File: src/rtl/core/nelc_pkg.sv
// ----------------------------------------------------------------------------
// nelc_pkg: shared constants for the nested envelope chain block
// Holds default sizes and the chain length limit.
// ----------------------------------------------------------------------------
package nelc_pkg;
	localparam int MaxEnvelopes = 64;
	localparam int DimBits      = 16;
	localparam int ChainBits    = 7;
	localparam logic [ChainBits-1:0] ChainMax = 7'd127;
endpackage

File: src/rtl/core/nelc_ram.sv
// ----------------------------------------------------------------------------
// nelc_ram: generic single-port-write, one-read RAM
// Write at one address, read at another, read data registered.
// ----------------------------------------------------------------------------
module nelc_ram #(
	parameter int W = 8,
	parameter int D = 64,
	parameter int AW = (D > 1) ? $clog2(D) : 1
) (
	input  logic          clk,
	input  logic          we,
	input  logic [AW-1:0] waddr,
	input  logic [W-1:0]  wdata,
	input  logic [AW-1:0] raddr,
	output logic [W-1:0]  rdata
);
	logic [W-1:0] mem [D];

	// write port and registered read port
	always_ff @(posedge clk) begin
		if (we) mem[waddr] <= wdata;
		rdata <= mem[raddr];
	end
endmodule

File: src/rtl/core/nelc_back.sv
// ----------------------------------------------------------------------------
// nelc_back: sort and chain engine
// Inserts each envelope into a sorted list (descending width, then height),
// then runs the quadratic chain program over the list and emits the result.
// ----------------------------------------------------------------------------
module nelc_back #(
	parameter int N = nelc_pkg::MaxEnvelopes,
	parameter int D = nelc_pkg::DimBits,
	parameter int QW = 2*D + 2
) (
	input  logic          clk,
	input  logic          arst_n,
	input  logic          q_valid,
	output logic          q_ready,
	input  logic [QW-1:0] q_data,
	output logic          out_valid,
	input  logic          out_ready,
	output logic [nelc_pkg::ChainBits-1:0] out_len,
	output logic          out_ovf
);
	localparam int AW = (N > 1) ? $clog2(N) : 1;
	localparam int CW = $clog2(N+1);
	localparam int LW = nelc_pkg::ChainBits;
	// insertion sort runs in place in flop-free memories: shift from top down

	typedef enum logic [6:0] {
		S_IDLE  = 7'b0000001,
		S_SHIFT = 7'b0000010,
		S_PUT   = 7'b0000100,
		S_IRD   = 7'b0001000,
		S_JCMP  = 7'b0010000,
		S_IWR   = 7'b0100000,
		S_OUT   = 7'b1000000
	} state_t;

	state_t state_q;
	logic [CW-1:0] n_q, j_q, i_q;
	logic [D-1:0]  nw_q, nh_q, wi_q, hi_q;
	logic          last_q, ovf_q, vld_q;
	logic [LW:0]   len_q, best_q;
	logic [LW-1:0] res_q;
	logic          ores_ovf_q, out_valid_q;

	logic          we;
	logic [AW-1:0] waddr, raddr;
	logic [D-1:0]  w_wd, h_wd, w_rd, h_rd;
	logic [LW-1:0] b_wd, b_rd;
	logic          b_we;
	logic [AW-1:0] b_waddr;

	nelc_ram #(.W(D), .D(N)) u_w (.clk, .we, .waddr, .wdata(w_wd), .raddr, .rdata(w_rd));
	nelc_ram #(.W(D), .D(N)) u_h (.clk, .we, .waddr, .wdata(h_wd), .raddr, .rdata(h_rd));
	nelc_ram #(.W(LW), .D(N)) u_b (.clk, .we(b_we), .waddr(b_waddr), .wdata(b_wd),
		.raddr, .rdata(b_rd));

	logic goes_first;   // new entry sorts ahead of the entry just read
	assign goes_first = (nw_q != w_rd) ? (nw_q > w_rd) : (nh_q > h_rd);

	assign q_ready = (state_q == S_IDLE) && !out_valid_q;
	assign out_valid = out_valid_q;
	assign out_len = res_q;
	assign out_ovf = ores_ovf_q;

	// memory addressing per state
	always_comb begin
		we = 1'b0; waddr = j_q[AW-1:0]; w_wd = nw_q; h_wd = nh_q;
		raddr = '0; b_we = 1'b0; b_waddr = i_q[AW-1:0];
		b_wd = (len_q > (LW+1)'(nelc_pkg::ChainMax)) ? nelc_pkg::ChainMax : len_q[LW-1:0];
		case (state_q)
			S_IDLE:  raddr = AW'(n_q - 1'b1);
			S_SHIFT: begin
				// read data is entry j-1; move it up or place new entry
				we = 1'b1;
				if (vld_q && goes_first) begin
					w_wd = w_rd; h_wd = h_rd;
				end
				raddr = AW'(j_q - 2'd2);
			end
			S_IRD:   raddr = i_q[AW-1:0];
			S_JCMP:  raddr = AW'(j_q + 1'b1);
			S_IWR:   begin
				b_we = 1'b1;
				raddr = AW'(i_q + 1'b1);
			end
			default: ;
		endcase
	end

	// sequencer
	always_ff @(posedge clk or negedge arst_n) begin
		if (!arst_n) begin
			state_q <= S_IDLE; n_q <= '0; out_valid_q <= 1'b0;
			j_q <= '0; i_q <= '0; vld_q <= 1'b0;
		end else begin
			if (out_valid_q && out_ready) out_valid_q <= 1'b0;
			case (state_q)
				S_IDLE: if (q_valid && q_ready) begin
					{last_q, ovf_q, nw_q, nh_q} <= q_data;
					if (q_data[QW-2] && n_q == CW'(N)) begin
						state_q <= S_IRD; i_q <= '0; best_q <= '0;
					end else begin
						j_q <= n_q; vld_q <= (n_q != '0);
						state_q <= S_SHIFT;
					end
				end
				S_SHIFT: begin
					if (vld_q && goes_first) begin
						j_q <= j_q - 1'b1; vld_q <= (j_q > CW'(1));
					end else begin
						// entry placed at j
						n_q <= n_q + 1'b1;
						if (last_q) begin
							state_q <= S_IRD; i_q <= '0; best_q <= '0;
						end else state_q <= S_IDLE;
					end
				end
				S_IRD: begin
					// read of entry i under way
					state_q <= S_PUT;
				end
				S_PUT: begin
					wi_q <= w_rd; hi_q <= h_rd; len_q <= (LW+1)'(1);
					j_q <= '0;
					if (i_q == '0) state_q <= S_IWR;
					else state_q <= S_JCMP;
				end
				S_JCMP: begin
					// data of entry j present in this cycle
					if (wi_q < w_rd && hi_q < h_rd && ({1'b0, b_rd} + 1'b1) > len_q)
						len_q <= {1'b0, b_rd} + 1'b1;
					if (j_q + 1'b1 == i_q) state_q <= S_IWR;
					j_q <= j_q + 1'b1;
				end
				S_IWR: begin
					if (len_q > best_q) best_q <= len_q;
					if (i_q + 1'b1 == n_q) state_q <= S_OUT;
					else state_q <= S_IRD;
					i_q <= i_q + 1'b1;
				end
				S_OUT: if (!out_valid_q) begin
					res_q <= (best_q > (LW+1)'(nelc_pkg::ChainMax)) ?
						nelc_pkg::ChainMax : best_q[LW-1:0];
					ores_ovf_q <= ovf_q;
					out_valid_q <= 1'b1;
					n_q <= '0;
					state_q <= S_IDLE;
				end
				default: state_q <= S_IDLE;
			endcase
		end
	end

	assert property (@(posedge clk) disable iff (!arst_n) n_q <= CW'(N))
		else $error("stored count beyond capacity");
	assert property (@(posedge clk) disable iff (!arst_n)
		(state_q == S_JCMP) |-> (j_q < i_q))
		else $error("inner index passed outer index");
	assert property (@(posedge clk) disable iff (!arst_n)
		(state_q == S_OUT && !out_valid_q) |=> out_valid_q)
		else $error("result not raised");
endmodule

File: config.mk
export PLATFORM = sky130hd
export DESIGN_NAME = nelc_back
export DESIGN_NICKNAME = d
export VERILOG_FILES = /design/src/rtl/core/nelc_pkg.sv /design/src/rtl/core/nelc_ram.sv /design/src/rtl/core/nelc_back.sv
export SDC_FILE = /design/constraint.sdc
export NUM_CORES = 2
export LEC_CHECK = 0
export BUFFER_PORTS_ARGS = -buffer_cell sky130_fd_sc_hd__buf_2
export CAP_MARGIN = 20
export CORE_ASPECT_RATIO = 1.1
export CORE_MARGIN = 2
export CORE_UTILIZATION = 40
export CTS_BUF_LIST = sky130_fd_sc_hd__clkbuf_4 sky130_fd_sc_hd__clkbuf_8
export CTS_CLUSTER_SIZE = 24
export DETAILED_ROUTE_END_ITERATION = 7
export MAX_ROUTING_LAYER = met4
export PLACE_DENSITY_LB_ADDON = 0.25
export SYNTH_ARGS = -nofsm -noshare
export SYNTH_HDL_FRONTEND = slang
export SYNTH_SLANG_ARGS = --single-unit
export TNS_END_PERCENT = 30
File: constraint.sdc
create_clock -name clk -period 7.1 [get_ports clk]
set_clock_uncertainty 0.15 [all_clocks]
set_input_delay 0.355 -clock clk [delete_from_list [all_inputs] [get_ports clk]]
set_output_delay 0.355 -clock clk [all_outputs]
set_load 0.02 [all_outputs]
### Word level (Yosys, flattened, before mapping)

Memories as Yosys holds them, arrays and structs flattened. A register that Yosys moved wholly into a read port is not among the register bits.
Index checks and enable logic that the tools add are counted.

| word-level totals | value |
|---|---|
| register bits | 120 |
| bits in latches | 0 |
| memory bits (writable) | 2496 |
| memory bits (read-only) | 0 |
| bits of input ports | 38 |
| memories kept | 3 |

Memory list:

| name | words | width | rd ports | clocked after Yosys merged registers in | wr ports | RTL line | text |
|---|---|---|---|---|---|---|---|
| u_h.mem | 64 | 16 | 1 | 1 | 1 | nelc_ram.sv:17 | `logic [W-1:0] mem [D];` |
| u_w.mem | 64 | 16 | 1 | 1 | 1 | nelc_ram.sv:17 |  |
| u_b.mem | 64 | 7 | 1 | 1 | 1 | nelc_ram.sv:17 |  |

| operators by class | value |
|---|---|
| add/sub/neg operators | 7 |
| multiply operators | 0 |
| divide/modulo/power cells | 0 |
| magnitude comparators | 9 |
| equal/unequal tests | 21 |
| shift operators | 0 |
| muxes and demuxes | 49 |
| bitwise gates (word level) | 1 |
| reductions and logical operators | 25 |

Operator list:

| kind | count |
|---|---|
| $mux 7 | 15 |
| $mux 16 | 4 |
| $pmux 7 s7 | 1 |
| $mux 8 | 6 |
| $gt 16x16->1 | 2 |
| $lt 16x16->1 | 2 |
| $pmux 6 s5 | 1 |
| $pmux 7 s4 | 1 |
| $pmux 8 s3 | 1 |
| $add 7x1->7 const B | 3 |
| $pmux 7 s3 | 1 |
| $gt 8x7->1 const B | 2 |
| $gt 8x8->1 | 2 |
| $ne 16x16->1 | 1 |
| $ne 2x2->1 const B | 8 |
| $pmux 8 s2 | 1 |
| $eq 7x7->1 | 2 |
| $eq 7x7->1 const B | 2 |
| $pmux 7 s2 | 1 |
| $mux 1 | 13 |
| $reduce_and 3->1 | 4 |
| $reduce_and 4->1 | 3 |
| $add 7x1->8 const B | 1 |
| $mux 4 | 2 |
| 24 further kinds | 33 |

### Longest topological paths before layout

| depth | value |
|---|---|
| word-level depth | 5 |
| gate-level depth with buffers | 16 |
| depth with buffers taken out | 11 |

### Cells and area by module

From an unflattened synthesis, not the netlist that was laid out.

| unflattened totals | value |
|---|---|
| cell total of the unflattened synthesis | 5233 |
| area total of the unflattened synthesis | 105379.8 sq um |

Modules (own cells, without submodules):

| module | times used | cells an instance | area an instance (sq um) |
|---|---|---|---|
| nelc_ram at u_h ... | 2 | 1829 | 40042.2 |
| nelc_ram at u_b | 1 | 827 | 17635.7 |
| nelc_back | 1 | 748 | 7659.8 |

### Least setup slack after synthesis

OpenSTA, ideal clock, no wires.

| path | value |
|---|---|
| path type | flip-flop to flip-flop |
| start point | reg nh_q[11] |
| end point | mem u_h.mem[0][0] in the netlist's numbering (data pin) |
| data arrival time | 4890 ps |
| required time | 6248 ps |
| path slack | 1357 ps |
| cell stages (with the launch flop) | 12 |
| period minus slack after synthesis | 5743 ps |
| cells stage by stage | edfxtp_1 > ha_1 > and3_1 > nand3_1 > or2_2 > nor3_1 > nand2b_1 > o311ai_0 > and4_1 > buf_2 > buf_1 > o21ai_0 |

| on the way | value |
|---|---|
| cells in the longest elaborated chain, start to end | 5 |

Ends and longest elaborated chain:

| element | RTL line | text |
|---|---|---|
| start, declared | nelc_back.sv:38 | `logic [D-1:0] nw_q, nh_q, wi_q, hi_q;` |
| start signal, assigned | nelc_back.sv:98 | `{last_q, ovf_q, nw_q, nh_q} <= q_data;` |
| $gt 16x16->1 | nelc_back.sv:57 | `assign goes_first = (nw_q != w_rd) ? (nw_q > w_rd) : (nh_q > h_rd);` |
| $mux 1 | nelc_back.sv:57 |  |
| $logic_and 1x1->1 | nelc_back.sv:74 | `if (vld_q && goes_first) begin` |
| $mux 16 | nelc_back.sv:74 |  |
| $mux 16 | nelc_back.sv:69 | `case (state_q)` |
| net h_wd[0] | nelc_back.sv:46 | `logic [D-1:0] w_wd, h_wd, w_rd, h_rd;` |
| end, declared | nelc_ram.sv:17 |  |

The timed path passes the listed nets, and every way through them passes these cells.

### Worst setup path in the final report

| path | value |
|---|---|
| start point | reg state_q[0] |
| end point | reg u_w.rdata[10] (read register of u_w.mem) |

| on the way | value |
|---|---|
| cells in the longest elaborated chain, start to end | 2 |
| elaborated cells between the ends (all ways) | 6 |

Ends and longest elaborated chain:

| element | RTL line | text |
|---|---|---|
| start, declared | nelc_back.sv:36 | `state_t state_q;` |
| start signal, assigned | nelc_back.sv:92 | `state_q <= S_IDLE; n_q <= '0; out_valid_q <= 1'b0;` |
| start signal, assigned | nelc_back.sv:100 | `state_q <= S_IRD; i_q <= '0; best_q <= '0;` |
| start signal, assigned | nelc_back.sv:103 | `state_q <= S_SHIFT;` |
| $eq 7x6->1, or another cell as far along | nelc_back.sv:69 |  |
| $pmux 6 s5 (*) | nelc_back.sv:69 |  |
| end, declared | nelc_ram.sv:15 | `output logic [W-1:0] rdata` |

Mark *: on every way between the ends. The rest lies on a longest branch, timed or not.
A chain may end at the register's enable or synchronous reset.

==> results.cfg <==
[pwr]
vdd_drop_max_mv = 0.872
sw_frac_of_total_pct = 41.7
power_frac_comb_pct = 42.2
p_switching_mw = 22.9
power.internal_mw = 32.0
power_density_nw_per_um2 = 457
power_frac_clock_pct = 23.8
seq_power_share_pct = 33.9
p_total_mw = 54.8
p_leak_nw = 41.1

[global_routing]
grt_pass1_wl_um = 458000
grt_max_degree = 142
overflow = 0
grt_util_all_layers_pct = 24.1
antenna_found_initial = 12
grt_pass1_vias = 63100

[clocking]
cts_max_path_buffers = 4
cts_sinks = 2655
root_buffer = clkbuf_8
cts_buffers = 432
cts_tree = done
clk_pin_slew_worst_paths_ns = 0.06
cts_setup_buffers = 0
htreeDepth = 5
clkLatencyLatePin_ns = 1.12

[synthesis]
yosys.area_share.xor_xnor_pct = 0.299
synth_edf_count = 2586
syn-instance-count = 7233
synth_top_area_share_pct = 73.6
syn_nets = 7362
synth_top_area_cell = edfxtp_1
synthTopCellsByCount = 2,586 x edfxtp_1, 1,744 x nand2_1, 473 x nand3_1
yosysMostFrequentCell = edfxtp_1
synthTopCellsByArea = edfxtp_1 74%, nand2_1 6.2%, mux2i_1 3.3%
synth_top_family_by_area = simple AND/OR/NAND/NOR gates
synth.distinct_cells = 86
ys_ff_latch = 2655
synthSimpleGateAreaFrac_pct = 11.2
avgSynthCellArea_um2 = 14.6
ys.flop_type = edfxtp_1
synth_area_um2 = 105000
synth_compound_area_share_pct = 5.72
yosys_warnings = 0
synthAdderAreaFrac_pct = 1.08
ys_seq_area_share_pct = 75.1
yosys-mux-area-fraction_pct = 4.32
postSynth.asyncResetShare_pct = 1.13

[sta]
finalSetupTns_ns = 0
timing.final.crit_share_pct = 75.3
finalCriticalPeriod_ns = 5.35
worst_pin_slew_ns = 1.30
timing.fmax_mhz = 187
rsz0062_at_grt = no
worst_slack_ns = 1.75
setup_viol = 0
hold_slack_ns = 0.129
drv_slew = 0
finalHoldViolCount = 0
slew_headroom_pct = 13.2

[floorplanning]
rows = 197
coreArea_um2 = 262000
num_io_pins = 48
dieArea_um2 = 268000
die_h_um = 543
die_x_um = 494
start_util_pct = 40.3

[setup_path]
crit_arrival_ns = 6.22
reg2reg_depth = 10
crit_path_end = u_w.rdata[10]
critPathCaptureType = register
r2r-end = u_w.rdata[10]
timing_worst_setup_path_type = register to register
timing.rr.start = state_q[0]
worstSetupStartpointType = register
cp_slowest_cell = o211ai_1
slowest_delay_ns = 1.02
cp_cell_sequence = or4b_1 -> nor3_1 -> a211o_4 -> buf_4 -> buf_12 -> nand2_1 -> nand3_1 -> nand4_1 -> o211ai_1 -> and3_1
worstPathRequired_ns = 7.97
cp-startpoint = state_q[0]
cp_max_fo = 76
r2r_slack_ns = 1.75

[placement]
gp_congestion = 0.886
place_ws_ns = 1.86
place_area_um2 = 111000
dp_hpwl_um = 179000
portBuffers = 47

[detailed_routing]
antenna_left = 0
wl_per_cell_um = 28.3
first_pass_iters = 6
wl_um = 322000
vias_per_cell = 5.79
vias = 66000
drt_iter0_drc = 8670
drc = 0

[final_layout]
drive_above_1_share_pct = 14.3
area_growth_pct = 13.8
regArea_um2 = 79200
multi_input_area_um2 = 24500
nNetsFinal = 7692
design_area_um2 = 120000
n_fill_cell = 22900

[run_status]
status = completed

[hold_path]
min_path_type = input pin to register

[run]
cap_violations = 0
==> repair_timing <==
action                                 4_1_cts  5_1_grt
gates resized for setup                      0        0
hold buffers                                74        0
endpoints found under the hold margin       88        0
==> cell type report <==
| cell class | count | share of cell area, % |
|---|---|---|
| well taps | 3482 | 3.63 |
| clock buffers | 614 | 6.22 |
| diodes | 15 | 0.0313 |
| repair buffers | 350 | 2.76 |
| flip-flops and latches | 2655 | 66.0 |
| clock inverters | 151 | 0.749 |
| inverters | 63 | 0.197 |
| multi-input cells | 4061 | 20.4 |
==> placed cells by master, fill, tap and decap left out, drive strengths merged, types with 11 or more instances in the layout <==
cell type	instances
xnor2	21
clkinv	132
dfxtp	39
buf	277
a32oi	280
ha	91
inv	71
mux2	33
dlygate4sd3	73
diode	15
dfrtp	29
and2	14
nand3	474
nand2	1745
mux4	31
and3	93
nand2b	13
a21o	29
edfxtp	2586
a21oi	73
mux2i	348
o211ai	44
clkbuf	614
o21ai	28
nor2	170
nor3	23
a211o	11
o2111ai	35
o22ai	35
a311oi	67
a31oi	113
nand4	166
xor2	15
==> kinds of logic after synthesis <==
kind of cell | Yosys count
AOI/OAI and AO/OA | 780
xor gates and xnor gates | 36
adders and majority gates | 91
buffers and inverters | 517
DFF | 2655
muxes | 412
and+or+nand+nor | 2742
==> flip-flops by register name, indices dropped and copies added (netlist names), 16 cells and up <==
signal / flops
u_h.rdata: 16
u_h.mem: 1024
hi_q: 16
nh_q: 16
nw_q: 16
u_w.rdata: 16
u_b.mem: 448
u_w.mem: 1024
wi_q: 16
==> how the worst min path moves through the flow <==
stage	startpoint	cells after the start	slack [ns]	end
floorplan	arst_n	0	-0.09	i_q[0]
global placement	ovf_q	0	0.26	out_ovf
detailed placement	ovf_q	0	0.27	out_ovf
CTS	q_valid	5	0.04	state_q[0]
global route	q_valid	5	0.10	state_q[0]
finish	q_valid	5	0.13	state_q[0]
==> worst max-delay path, delay by kind of cell (launching register included) <==
family / cells / cell delay, ns
AOI/OAI and AO/OA: 2 / 1.84
and+or+nand+nor: 6 / 1.68
buffers and inverters: 2 / 0.81
DFF: 1 / 0.63
==> per-stage QoR <==
stage	instances	utilization, %
floorplan	7233	-
global placement	10500	42.2
detailed placement	10500	42.2
CTS	11400	45.7
global route	11400	45.8
finish	11400	45.8
==> power groups by stage <==
stage                     Sequential, mW  Combinational, mW  Clock (mW)
final                               18.6               23.2        13.1
after global routing                18.6               24.4        13.9
after CTS                           18.6               23.0        13.2
after detailed placement            18.9               22.8           0
after global placement              18.9               22.7           0
after floorplan                     18.6               14.0           0
==> per-layer routing <==
| layer | track usage (%) | vias to the layer above | routed length (µm) |
|---|---|---|---|
| li1 | - | 28300 | - |
| met5 | - | - | 0 |
| met3 | 3.39 | 554 | 25700 |
| met4 | 8.13 | 0 | 11100 |
| met2 | 37.6 | 3181 | 152000 |
| met1 | 32.6 | 33900 | 133000 |
Note: power is estimated with default switching activity, not from simulation.
