===== config.mk =====
export PLATFORM = sky130hd
export DESIGN_NAME = nelc_front
export DESIGN_NICKNAME = d
export VERILOG_FILES = /design/src/rtl/core/nelc_pkg.sv /design/src/rtl/core/nelc_front.sv
export SDC_FILE = /design/constraint.sdc
export NUM_CORES = 1
export LEC_CHECK = 0
export ABC_AREA = 0
export ABC_CLOCK_PERIOD_IN_PS = 6500
export BUFFER_PORTS_ARGS = -buffer_cell sky130_fd_sc_hd__buf_2
export CORE_AREA = 2 2 99 63
export CTS_CLUSTER_DIAMETER = 60
export CTS_CLUSTER_SIZE = 20
export DETAILED_ROUTE_END_ITERATION = 8
export DIE_AREA = 0 0 101 65
export GPL_TIMING_DRIVEN = 0
export PLACE_DENSITY = 0.82
export SYNTH_ARGS = -nofsm -noshare
export SYNTH_HDL_FRONTEND = slang
export SYNTH_SLANG_ARGS = --single-unit

===== constraint.sdc =====
create_clock -name clk -period 6.5 [get_ports clk]
set_input_delay 0.325 -clock clk [delete_from_list [all_inputs] [get_ports clk]]
set_output_delay 0.325 -clock clk [all_outputs]
set_load 0.005 [all_outputs]

===== src/rtl/core/nelc_pkg.sv =====
// ----------------------------------------------------------------------------
// nelc_pkg: shared constants for the nested envelope chain block
// Holds default sizes and the chain length limit.
// ----------------------------------------------------------------------------
package nelc_pkg;
	localparam int MaxEnvelopes = 64;
	localparam int DimBits      = 16;
	localparam int ChainBits    = 7;
	localparam logic [ChainBits-1:0] ChainMax = 7'd127;
endpackage


===== src/rtl/core/nelc_front.sv =====
// ----------------------------------------------------------------------------
// nelc_front: envelope intake
// Accepts envelope words, counts them, flags overflow and passes each word
// that is kept, or the end-of-set marker, into a short queue.
// ----------------------------------------------------------------------------
module nelc_front #(
	parameter int N = nelc_pkg::MaxEnvelopes,
	parameter int D = nelc_pkg::DimBits,
	parameter int QW = 2*D + 2
) (
	input  logic          clk,
	input  logic          arst_n,
	input  logic          in_valid,
	output logic          in_ready,
	input  logic [D-1:0]  in_w,
	input  logic [D-1:0]  in_h,
	input  logic          in_last,
	output logic          q_valid,
	input  logic          q_ready,
	output logic [QW-1:0] q_data
);
	localparam int CW = $clog2(N+1);
	logic [CW-1:0] count_q;
	logic          ovf_q;
	logic          full;
	logic          acc;
	logic [1:0]    fill_q;
	logic [QW-1:0] slot_q [2];
	logic          rd_q, wr_q;
	logic          push, pop;
	logic [QW-1:0] word;

	assign full = (count_q == CW'(N));
	assign in_ready = (fill_q != 2'd2);
	assign acc = in_valid && in_ready;
	// word: {last, overflow, w, h}; a dropped non-last word is not queued
	assign word = {in_last, ovf_q | full, in_w, in_h};
	assign push = acc && (!full || in_last);
	assign q_valid = (fill_q != 2'd0);
	assign pop = q_valid && q_ready;
	assign q_data = slot_q[rd_q];

	// track count and overflow per set
	always_ff @(posedge clk or negedge arst_n) begin
		if (!arst_n) begin
			count_q <= '0;
			ovf_q   <= 1'b0;
		end else if (acc) begin
			if (in_last) begin
				count_q <= '0;
				ovf_q   <= 1'b0;
			end else if (full) ovf_q <= 1'b1;
			else count_q <= count_q + 1'b1;
		end
	end

	// two-entry queue pointers
	always_ff @(posedge clk or negedge arst_n) begin
		if (!arst_n) begin
			fill_q <= '0;
			rd_q   <= 1'b0;
			wr_q   <= 1'b0;
		end else begin
			if (push) wr_q <= ~wr_q;
			if (pop) rd_q <= ~rd_q;
			fill_q <= fill_q + {1'b0, push} - {1'b0, pop};
		end
	end

	always_ff @(posedge clk) begin
		if (push) slot_q[wr_q] <= word;
	end

	assert property (@(posedge clk) disable iff (!arst_n) fill_q <= 2'd2)
		else $error("queue fill out of range");
	assert property (@(posedge clk) disable iff (!arst_n) count_q <= CW'(N))
		else $error("count beyond capacity");
	assert property (@(posedge clk) disable iff (!arst_n)
		(acc && in_last) |=> (count_q == '0 && !ovf_q))
		else $error("set state not cleared");
endmodule


== Word-level counts from Yosys, hierarchy flattened ==
Memories as Yosys holds them, arrays and structs flattened.
Index checks and enable logic that the tools add are counted.
Word-level totals
  bits of input ports: 37
  word-level logic and storage cells: 30
  output and inout port bits: 36
  bits in writable memories: 68
  register bits after elaboration: 12
  memories kept: 1
Memories
  slot_q: words 2, width 34, rd ports 1, clocked after memory_dff 0, wr ports 1, line nelc_front.sv:28  | logic [QW-1:0] slot_q [2];
Operators by class
  muxes and demuxes: 6
  bitwise logic cells: 3
  add/subtract/negate cells: 3
  eq/ne operators: 3
  reductions and logical operators: 9
Operators by type and width (count)
  2-to-1 mux 7 bit: 2
  adder 7 x 1 -> 7 bit (second input constant): 1
  == test 7 bit (second input constant): 1
  2-to-1 mux 1 bit: 4
  inequality test 2 bit (second input constant): 2
  AND reduction 2 bit: 2
  nonzero test 2 bit: 2
  logical AND 1 bit: 3
  adder 2 x 1 -> 2 bit: 1
  NOT 1 bit: 2
  subtractor 2 x 1 -> 2 bit: 1
  zero test 1 bit: 1
  logical OR 1 bit: 1
  OR 1 bit: 1

== Depth between registers and ports, before layout ==
Gate-level depths: netlist of the first run.
  word-level depth: 6
  depth in mapped cells: 10
  depth with buffers taken out: 10

== Worst setup path after synthesis of the first run ==
No wires, ideal clock.
  path kind: register to register
  from: register fill_q[1]
  to: memory slot_q[0][0] (netlist name) (enable)
  period minus slack after synthesis: 2.877 ns
  stages on the path, launching flop included: 6
  setup time: 0.425 ns
  data required time: 6.075 ns
  arrival time: 2.452 ns
  buffers on the path: 1
  path slack: 3.623 ns
  path through: dfrtp_1 > nor2b_1 > clkbuf_2 > nor2_1 > o21ai_2 > nor2_1
Between the ends
  longest elaborated chain between the ends: 5
Ends and longest elaborated chain
  from (decl): line nelc_front.sv:27  | logic [1:0] fill_q;
  from (signal assigned): line nelc_front.sv:66  | fill_q <= fill_q + {1'b0, push} - {1'b0, pop};
  inequality test 2 bit: line nelc_front.sv:34  | assign in_ready = (fill_q != 2'd2);
  logical AND 1 bit: line nelc_front.sv:35  | assign acc = in_valid && in_ready;
  logical AND 1 bit: line nelc_front.sv:38  | assign push = acc && (!full || in_last);
  2-to-1 mux 1 bit: line nelc_front.sv:71  | if (push) slot_q[wr_q] <= word;
  2-to-1 mux 1 bit (not written as such): line nelc_front.sv:71
  to (decl): line nelc_front.sv:28
Every way passes these cells.

== Worst setup path after layout of the first run ==
  from: register fill_q[1]
  to: memory slot_q[1][7] (netlist name) (enable)
The elaborated chain is that of the path after synthesis.

==> results of run 1 <==
[metal layers]
layer / global-route usage (%) / vias up / wire (µm)
li1: - / 854 / -
met3: 7.44 / 4 / 379
met2: 27.3 / 63 / 2430
met4: 6.59 / 0 / 48
met5: 0 / - / 0
met1: 20.0 / 839 / 2320
[metrics by stage]
stage / cells / setup WS (ns) / utilization (%) / hold WS, ns / total power [W]
2_1_floorplan: 181 / 3.62 / - / 0.0294 / 0.00107
3_3_place_gp: 325 / 2.73 / 62.2 / 0.227 / 0.00124
3_5_place_dp: 327 / 4.36 / 63.4 / 0.230 / 0.00129
4_1_cts: 344 / 4.36 / 67.2 / 0.157 / 0.00167
5_1_grt: 344 / 4.21 / 67.2 / 0.148 / 0.00175
6_report: 344 / 4.38 / 67.2 / 0.176 / 0.00165
[cells in the mapped netlist, types with 3 or more instances]
cell      count  area share [%]
edfxtp_1     68              65
mux2_2       34              12
dfrtp_1      12             9.6
nand2_1       8            0.96
inv_1         6            0.72
a21oi_1       5            0.80
nor2_1        5            0.60
buf_2         4            0.64
ha_1          4             1.6
mux2i_1       3            0.96
o21ai_0       3            0.48
xnor2_1       3            0.84
[sequential cells by signal, indices dropped and copies added, names as in the netlist]
register	cells
fill_q	2
rd_q	1
ovf_q	1
wr_q	1
slot_q	68
count_q	7
[report_power, final]
part,internal (W),switching (W),total [W],leakage (nW)
Combinational,0.000261,0.000252,0.000514,0.624
Clock,0.000217,0.000165,0.000381,0.104
Sequential,0.000702,0.0000547,0.000757,0.783
Total,0.00118,0.000472,0.00165,1.51
[final cells by class]
type | count | area, µm²
Sequential cell | 80 | 2340
Fill cell | 429 | 1890
Multi-Input combinational cell | 89 | 764
Timing Repair Buffer | 75 | 425
Clock buffer | 11 | 131
Tap cell | 72 | 90.1
Clock inverter | 5 | 81.3
Buffer | 6 | 28.8
Inverter | 6 | 22.5
[worst max-delay path, cell delays in order, from the launching register on]
cell      delay (ns)
dfrtp_1         0.40
nor2b_1         0.14
clkbuf_2        0.15
nor2_1          0.29
o21ai_2         0.19
nor2_4          0.41
buf_16          0.23
[logic make-up after synthesis]
family                   Yosys count  share of synthesized area [%]
XOR/XNOR                           4                           1.11
adder cells (fa/ha/maj)            4                           1.59
flip-flops                        80                           74.5
AND/OR/NAND/NOR                   29                           5.18
multiplexers                      37                           13.1
buffers and inverters             12                           1.63
AO/OA/AOI/OAI                     15                           2.83
[worst paths after layout]
path	to	slack [ns]	cells after the start
max in group asynchronous	ovf_q$_DFFE_PN0P_	5.87	2
setup / recovery	slot_q[1][7]$_DFFE_PP_	4.38	6
hold / removal	slot_q[0][18]$_DFFE_PP_	0.18	1
hold reg to reg	fill_q[1]$_DFF_PN0_	0.50	1
setup reg to reg	slot_q[1][7]$_DFFE_PP_	4.38	6
min in group asynchronous	count_q[4]$_DFFE_PN0P_	0.40	2
==> reports/metrics.yaml, run 1 <==
status: "finished clean"
ys_ff_latch: 80
cp.arrival_ns: 2.15
synth_edf_count: 68
hp-class: "in -> reg"
placement.io_buffers: 72
slew_headroom_pct: 68.2
drt_iter0_drc: 49
ys_types: 32
startpoint: "fill_q[1]$_DFF_PN0_"
finalHoldViolCount: 0
worstSetupEndpointType: "flop"
avgSynthCellArea_um2: 17.4
cts_buffer_depth: 2
fin_crit_sh_pct: 32.5
setup-violations-final: 0
initial_core_util_pct: 54.4
async_reset_ff_share_pct: 15.0
num_vias: 1760
core_area_um2: 5780
max_freq_ghz: 0.473
syn-num-nets: 222
wl_per_cell_um: 15.0
pwr_density_cell_nw_per_um2: 425
synth_area_um2: 3140
fin_worst_skew_ns: 0.00739
antenna_found_initial: 0
insertedDiodeCount: 0
ys.flop_type: "edfxtp_1"
syn_inst: 181
drc: 0
area_growth_pct: 23.6
synth-seq-area-share_pct: 74.5
die-area_um2: 6570
cts_root_buf: "clkbuf_8"
hold_buffers: 1
worstMarginPinSlew_ns: 0.474
synth-warning-count: 0
crit_type: "reg -> reg"
first_global_vias: 1771
nets: 308
rows: 22
peakVddDrop_v: 0.000203
hpwl_mm: 3.60
grt_max_degree: 22
rsz0062_at_grt: "no"
grt_overflow: 0
p_leak_nw: 1.51
cp.required_ns: 6.54
cts_resized: 0
cts_sinks: 80
final_max_slew_viol_count: 0
firstDrtPassIters: 4
drt-vias-per-instance: 5.12
chipWidth_um: 101
ioPinCount: 73
cts_setup_buffers: 0
fin_crit_ns: 2.12
cts_made_buffers: 9
setup_tns_ns: 0
cap_violations: 0
hp-start: "in_w[2]"
cp_max_fo: 21
final_cell_mix: "buf_2 (76), edfxtp_1 (68), mux2_2 (34), dfrtp_1 (12), clkbuf_8 (9)"
grt_pass1_wl_mm: 8.07
cp-start-kind: "flop"
drive_gt1_share_pct: 49.3
final_area_um2: 3890
postRouteAntennaNets: 0
gp_congestion: 0.858
mostFrequentLayoutCell: "buf_2"
cts.clk_slew.worst_paths_ns: 0.08
clkLatencyLatePin_ns: 0.33
postPlaceCellArea_um2: 3660
wirelength_mm: 5.17
cts_tree: "done"
r2r_start: "fill_q[1]$_DFF_PN0_"
grtUsageTotal_pct: 16.9
fp.dieH_um: 65
cts_htree_levels: 3
No activity file was read; power rests on OpenSTA's default activity.
==> inputs of run 2 (changes only) <==
==> config.mk (replaced) <==
export PLATFORM = sky130hd
export DESIGN_NAME = nelc_front
export DESIGN_NICKNAME = d
export VERILOG_FILES = /design/src/rtl/core/nelc_pkg.sv /design/src/rtl/core/nelc_front.sv
export SDC_FILE = /design/constraint.sdc
export NUM_CORES = 1
export LEC_CHECK = 0
export ABC_AREA = 1
export ABC_CLOCK_PERIOD_IN_PS = 1800
export BUFFER_PORTS_ARGS = -buffer_cell sky130_fd_sc_hd__buf_2
export CORE_AREA = 2 2 109 69
export CTS_CLUSTER_DIAMETER = 60
export CTS_CLUSTER_SIZE = 20
export DETAILED_ROUTE_END_ITERATION = 8
export DIE_AREA = 0 0 111 71
export GPL_TIMING_DRIVEN = 0
export PLACE_DENSITY = 0.73
export SYNTH_ARGS = -nofsm -noshare
export SYNTH_HDL_FRONTEND = slang
export SYNTH_SLANG_ARGS = --single-unit
==> constraint.sdc (replaced) <==
create_clock -name clk -period 1.8 [get_ports clk]
set_input_delay 0.09 -clock clk [delete_from_list [all_inputs] [get_ports clk]]
set_output_delay 0.09 -clock clk [all_outputs]
set_load 0.005 [all_outputs]
==> run 2 against run 1 <==
Net effect: cell area grew 16%; register-to-register slack lost 4.3 ns; utilization shrank 2.1 points; combinational power grew to 4.3 times the previous value; clock skew shrank 0.0014 ns; flip-flop and latch count is the same; die area grew 20%; clock power grew to 4.9 times the previous value; critical path depth grew 4; clock-buffer cell count shrank 2; critical endpoint is now fill_q[1]$_DFF_PN0_; largest cell class unchanged; largest power group unchanged.
==> reports/metrics.yaml, run 2 <==
status: "finished clean"  # unchanged
cts_root_buf: "clkbuf_16"  # was clkbuf_8
chipWidth_um: 111  # was 101 µm
cp-start-kind: "flop"  # unchanged
startpoint: "count_q[0]$_DFFE_PN0P_"  # was fill_q[1]$_DFF_PN0_
avgSynthCellArea_um2: 12.0  # was 17.4 µm²
fill_cells: 538  # was 429
synth_area_um2: 3180  # was 3140 µm²
clkLatencyLatePin_ns: 0.32  # was 0.33 ns
hold_depth: 1  # unchanged
pwr_density_cell_nw_per_um2: 1490  # was 425 nW/µm²
setup-violations-final: 0  # unchanged
setup_tns_ns: 0  # unchanged
ys.flop_type: "edfxtp_1"  # unchanged
synth-seq-area-share_pct: 73.8  # was 74.5%
fin_worst_skew_ns: 0.00602  # was 0.00739 ns
cap_violations: 0  # unchanged
drt_iter0_drc: 94  # was 49
yosysTopAreaCellShare_pct: 64.3  # was 65.0%
synth-warning-count: 0  # unchanged
hold_end: "slot_q[1][33]$_DFFE_PP_"  # was slot_q[0][18]$_DFFE_PP_
ioPinCount: 73  # unchanged
syn_inst: 265  # was 181
grt_pass1_wl_mm: 10.4  # was 8.07 mm
yosysTopAreaCell: "edfxtp_1"  # unchanged
cp.required_ns: 2.00  # was 6.54 ns
num_vias: 2270  # was 1,760
hp-class: "in -> reg"  # unchanged
synth_area_leaders: "edfxtp_1 (64%), nand2_1 (15%), dfrtp_1 (9.5%)"  # was edfxtp_1 (65%), mux2_2 (12%), dfrtp_1 (9.6%)
first_global_vias: 2168  # was 1,771
nets: 440  # was 308
fin_crit_sh_pct: 94.0  # was 32.5%
finalNonFillerCells: 494  # was 344
cts_buffer_depth: 2  # unchanged
gr-max-usage-layer: "met2"  # unchanged
largest_register: "slot_q"  # unchanged
max_freq_ghz: 0.591  # was 0.473 GHz
drt-vias-per-instance: 4.60  # was 5.12
cts_sinks: 80  # unchanged
antenna_found_initial: 0  # unchanged
finalHoldViolCount: 0  # unchanged
postRouteAntennaNets: 0  # unchanged
grt_use_met3_pct: 5.66  # was 7.44%
finalPower_w: 0.00673  # was 0.00165 W
peakVddDrop_v: 0.000930  # was 0.000203 V
top_regs: "slot_q x68, count_q x7, fill_q x2"  # unchanged
gp_congestion: 0.746  # was 0.858
drc: 0  # unchanged
hpwl_mm: 3.90  # was 3.60 mm
yosysMostFrequentCell: "nand2_1"  # was edfxtp_1
final_max_slew_viol_count: 0  # unchanged
fin_crit_ns: 1.69  # was 2.12 ns
placement.io_buffers: 72  # unchanged
dp.cells: 428  # was 327
slew_headroom_pct: 70.4  # was 68.2%
synth_edf_count: 68  # unchanged
cp_max_fo: 7  # was 21
die-area_um2: 7880  # was 6570 µm²
initial_core_util_pct: 45.8  # was 54.4%
mostFrequentLayoutCell: "nand2_1"  # was buf_2
grt_overflow: 0  # unchanged
largest_reg_flops: 68  # unchanged
use_met1_pct: 23.2  # was 20.0%
hp-start: "in_last"  # was in_w[2]
ys_ff_latch: 80  # unchanged
cts_tree: "done"  # unchanged
drive_gt1_share_pct: 30.8  # was 49.3%
worstSetupEndpointType: "flop"  # unchanged
final_core_util_pct: 65.1  # was 67.2%
wl_per_cell_um: 13.3  # was 15.0 µm
async_reset_ff_share_pct: 15.0  # unchanged
rows: 24  # was 22
firstDrtPassIters: 4  # unchanged
grt_max_degree: 18  # was 22
cts_htree_levels: 3  # unchanged
grt_use_met2_pct: 27.5  # was 27.3%
wirelength_mm: 6.57  # was 5.17 mm
ys_types: 25  # was 32
final_cell_mix: "nand2_1 (130), buf_2 (77), edfxtp_1 (68), dlygate4sd3_1 (33), buf_4 (12)"  # was buf_2 (76), edfxtp_1 (68), mux2_2 (34), dfrtp_1 (12), clkbuf_8 (9)
grtUsageTotal_pct: 17.5  # was 16.9%
rrSetupSlack_ns: 0.11  # was 4.38 ns
cts.clk_slew.worst_paths_ns: 0.06  # was 0.08 ns
fp.dieH_um: 71  # was 65 µm
p_leak_nw: 2.01  # was 1.51 nW
insertedDiodeCount: 0  # unchanged
area_growth_pct: 42.2  # was 23.6%
place_ws_ns: -0.450  # was 4.36 ns
syn-num-nets: 306  # was 222
r2r_cells: 10  # was 6
r2r_start: "count_q[0]$_DFFE_PN0P_"  # was fill_q[1]$_DFF_PN0_
cp.arrival_ns: 1.89  # was 2.15 ns
crit_type: "reg -> reg"  # unchanged
cts_made_buffers: 9  # unchanged
r2r_end: "fill_q[1]$_DFF_PN0_"  # was slot_q[1][7]$_DFFE_PP_
worstMarginPinSlew_ns: 0.444  # was 0.474 ns
core_area_um2: 6940  # was 5780 µm²
yosys-top-cells-count: "nand2_1 (130), edfxtp_1 (68), dfrtp_1 (12)"  # was edfxtp_1 (68), mux2_2 (34), dfrtp_1 (12)
layout_setup_ws_ns: 0.108  # was 4.38 ns
-- run 2: changes by cell type after synthesis, moves of 4 or more --
cell / delta
nand3_1: +4
nor2_2: +4
nand2_1: +122
mux2_2: -34
inv_1: +5
a21oi_1: -4
-- run 2: area by class of cell --
cell class	instances	area, µm²	area share (%)
inverter	12	45.0	0.998
clock buffer	9	225	4.99
buffer	7	32.5	0.721
tap	91	114	2.52
multi-input combinational	168	811	18.0
timing repair buffer	121	861	19.1
sequential	80	2340	51.9
clock inverter	6	82.6	1.83
-- run 2: cell families (layout without fill, tap and decap cells) --
group           Yosys count  after routing  share of synthesized area, %
simple gates            151            153                          19.4
flops                    80             80                          73.8
compound gates            6              6                          1.46
xor+xnor                  5              5                          1.38
fa+ha+maj                 4              4                          1.58
buf+inv                  19            155                          2.44
-- run 2: layer usage --
layer	vias up	wire length, µm
met5	-	0
met4	0	40
met3	4	451
met2	76	3050
met1	1043	3020
li1	1147	-
-- run 2: worst max path at each step --
stage,cells after the start,slack [ns],endpoint
floorplan,7,-0.04,slot_q[1][0]$_DFFE_PP_
global placement,7,-0.39,slot_q[1][9]$_DFFE_PP_
detailed placement,7,-0.45,slot_q[0][9]$_DFFE_PP_
CTS,10,0.03,fill_q[1]$_DFF_PN0_
global route,10,-0.02,fill_q[1]$_DFF_PN0_
finish,10,0.11,fill_q[1]$_DFF_PN0_
-- run 2: through the flow --
stage / hold slack [ns] / area (µm²)
after global routing: 0.0513 / 4510
final: 0.0458 / 4510
after floorplan: -0.206 / 3200
after global placement: -0.0136 / 3670
after detailed placement: -0.00243 / 3670
after CTS: 0.0260 / 4450
-- run 2: worst max-delay path, stage by stage (launching register included) --
cell and delay, ns:
dfrtp_1 0.40, inv_1 0.08, ha_2 0.18, nand2_1 0.07
inv_2 0.05, nand4_4 0.09, nand2_8 0.08, ha_1 0.28
inv_1 0.04, ha_1 0.18, xnor2_1 0.12
-- run 2: where the power goes --
part	switching (W)	internal, W	leakage, nW
Clock	0.000662	0.00120	0.153
Combinational	0.00125	0.000950	1.07
Sequential	0.000172	0.00250	0.786
-- run 2: timing repair --
action	in CTS	in global routing
endpoints found under the hold margin	76	0
setup buffers	8	8
resized for setup	3	1
setup endpoints to repair	69	2
gates cloned	2	0
hold buffers	33	0
pin swaps	4	2
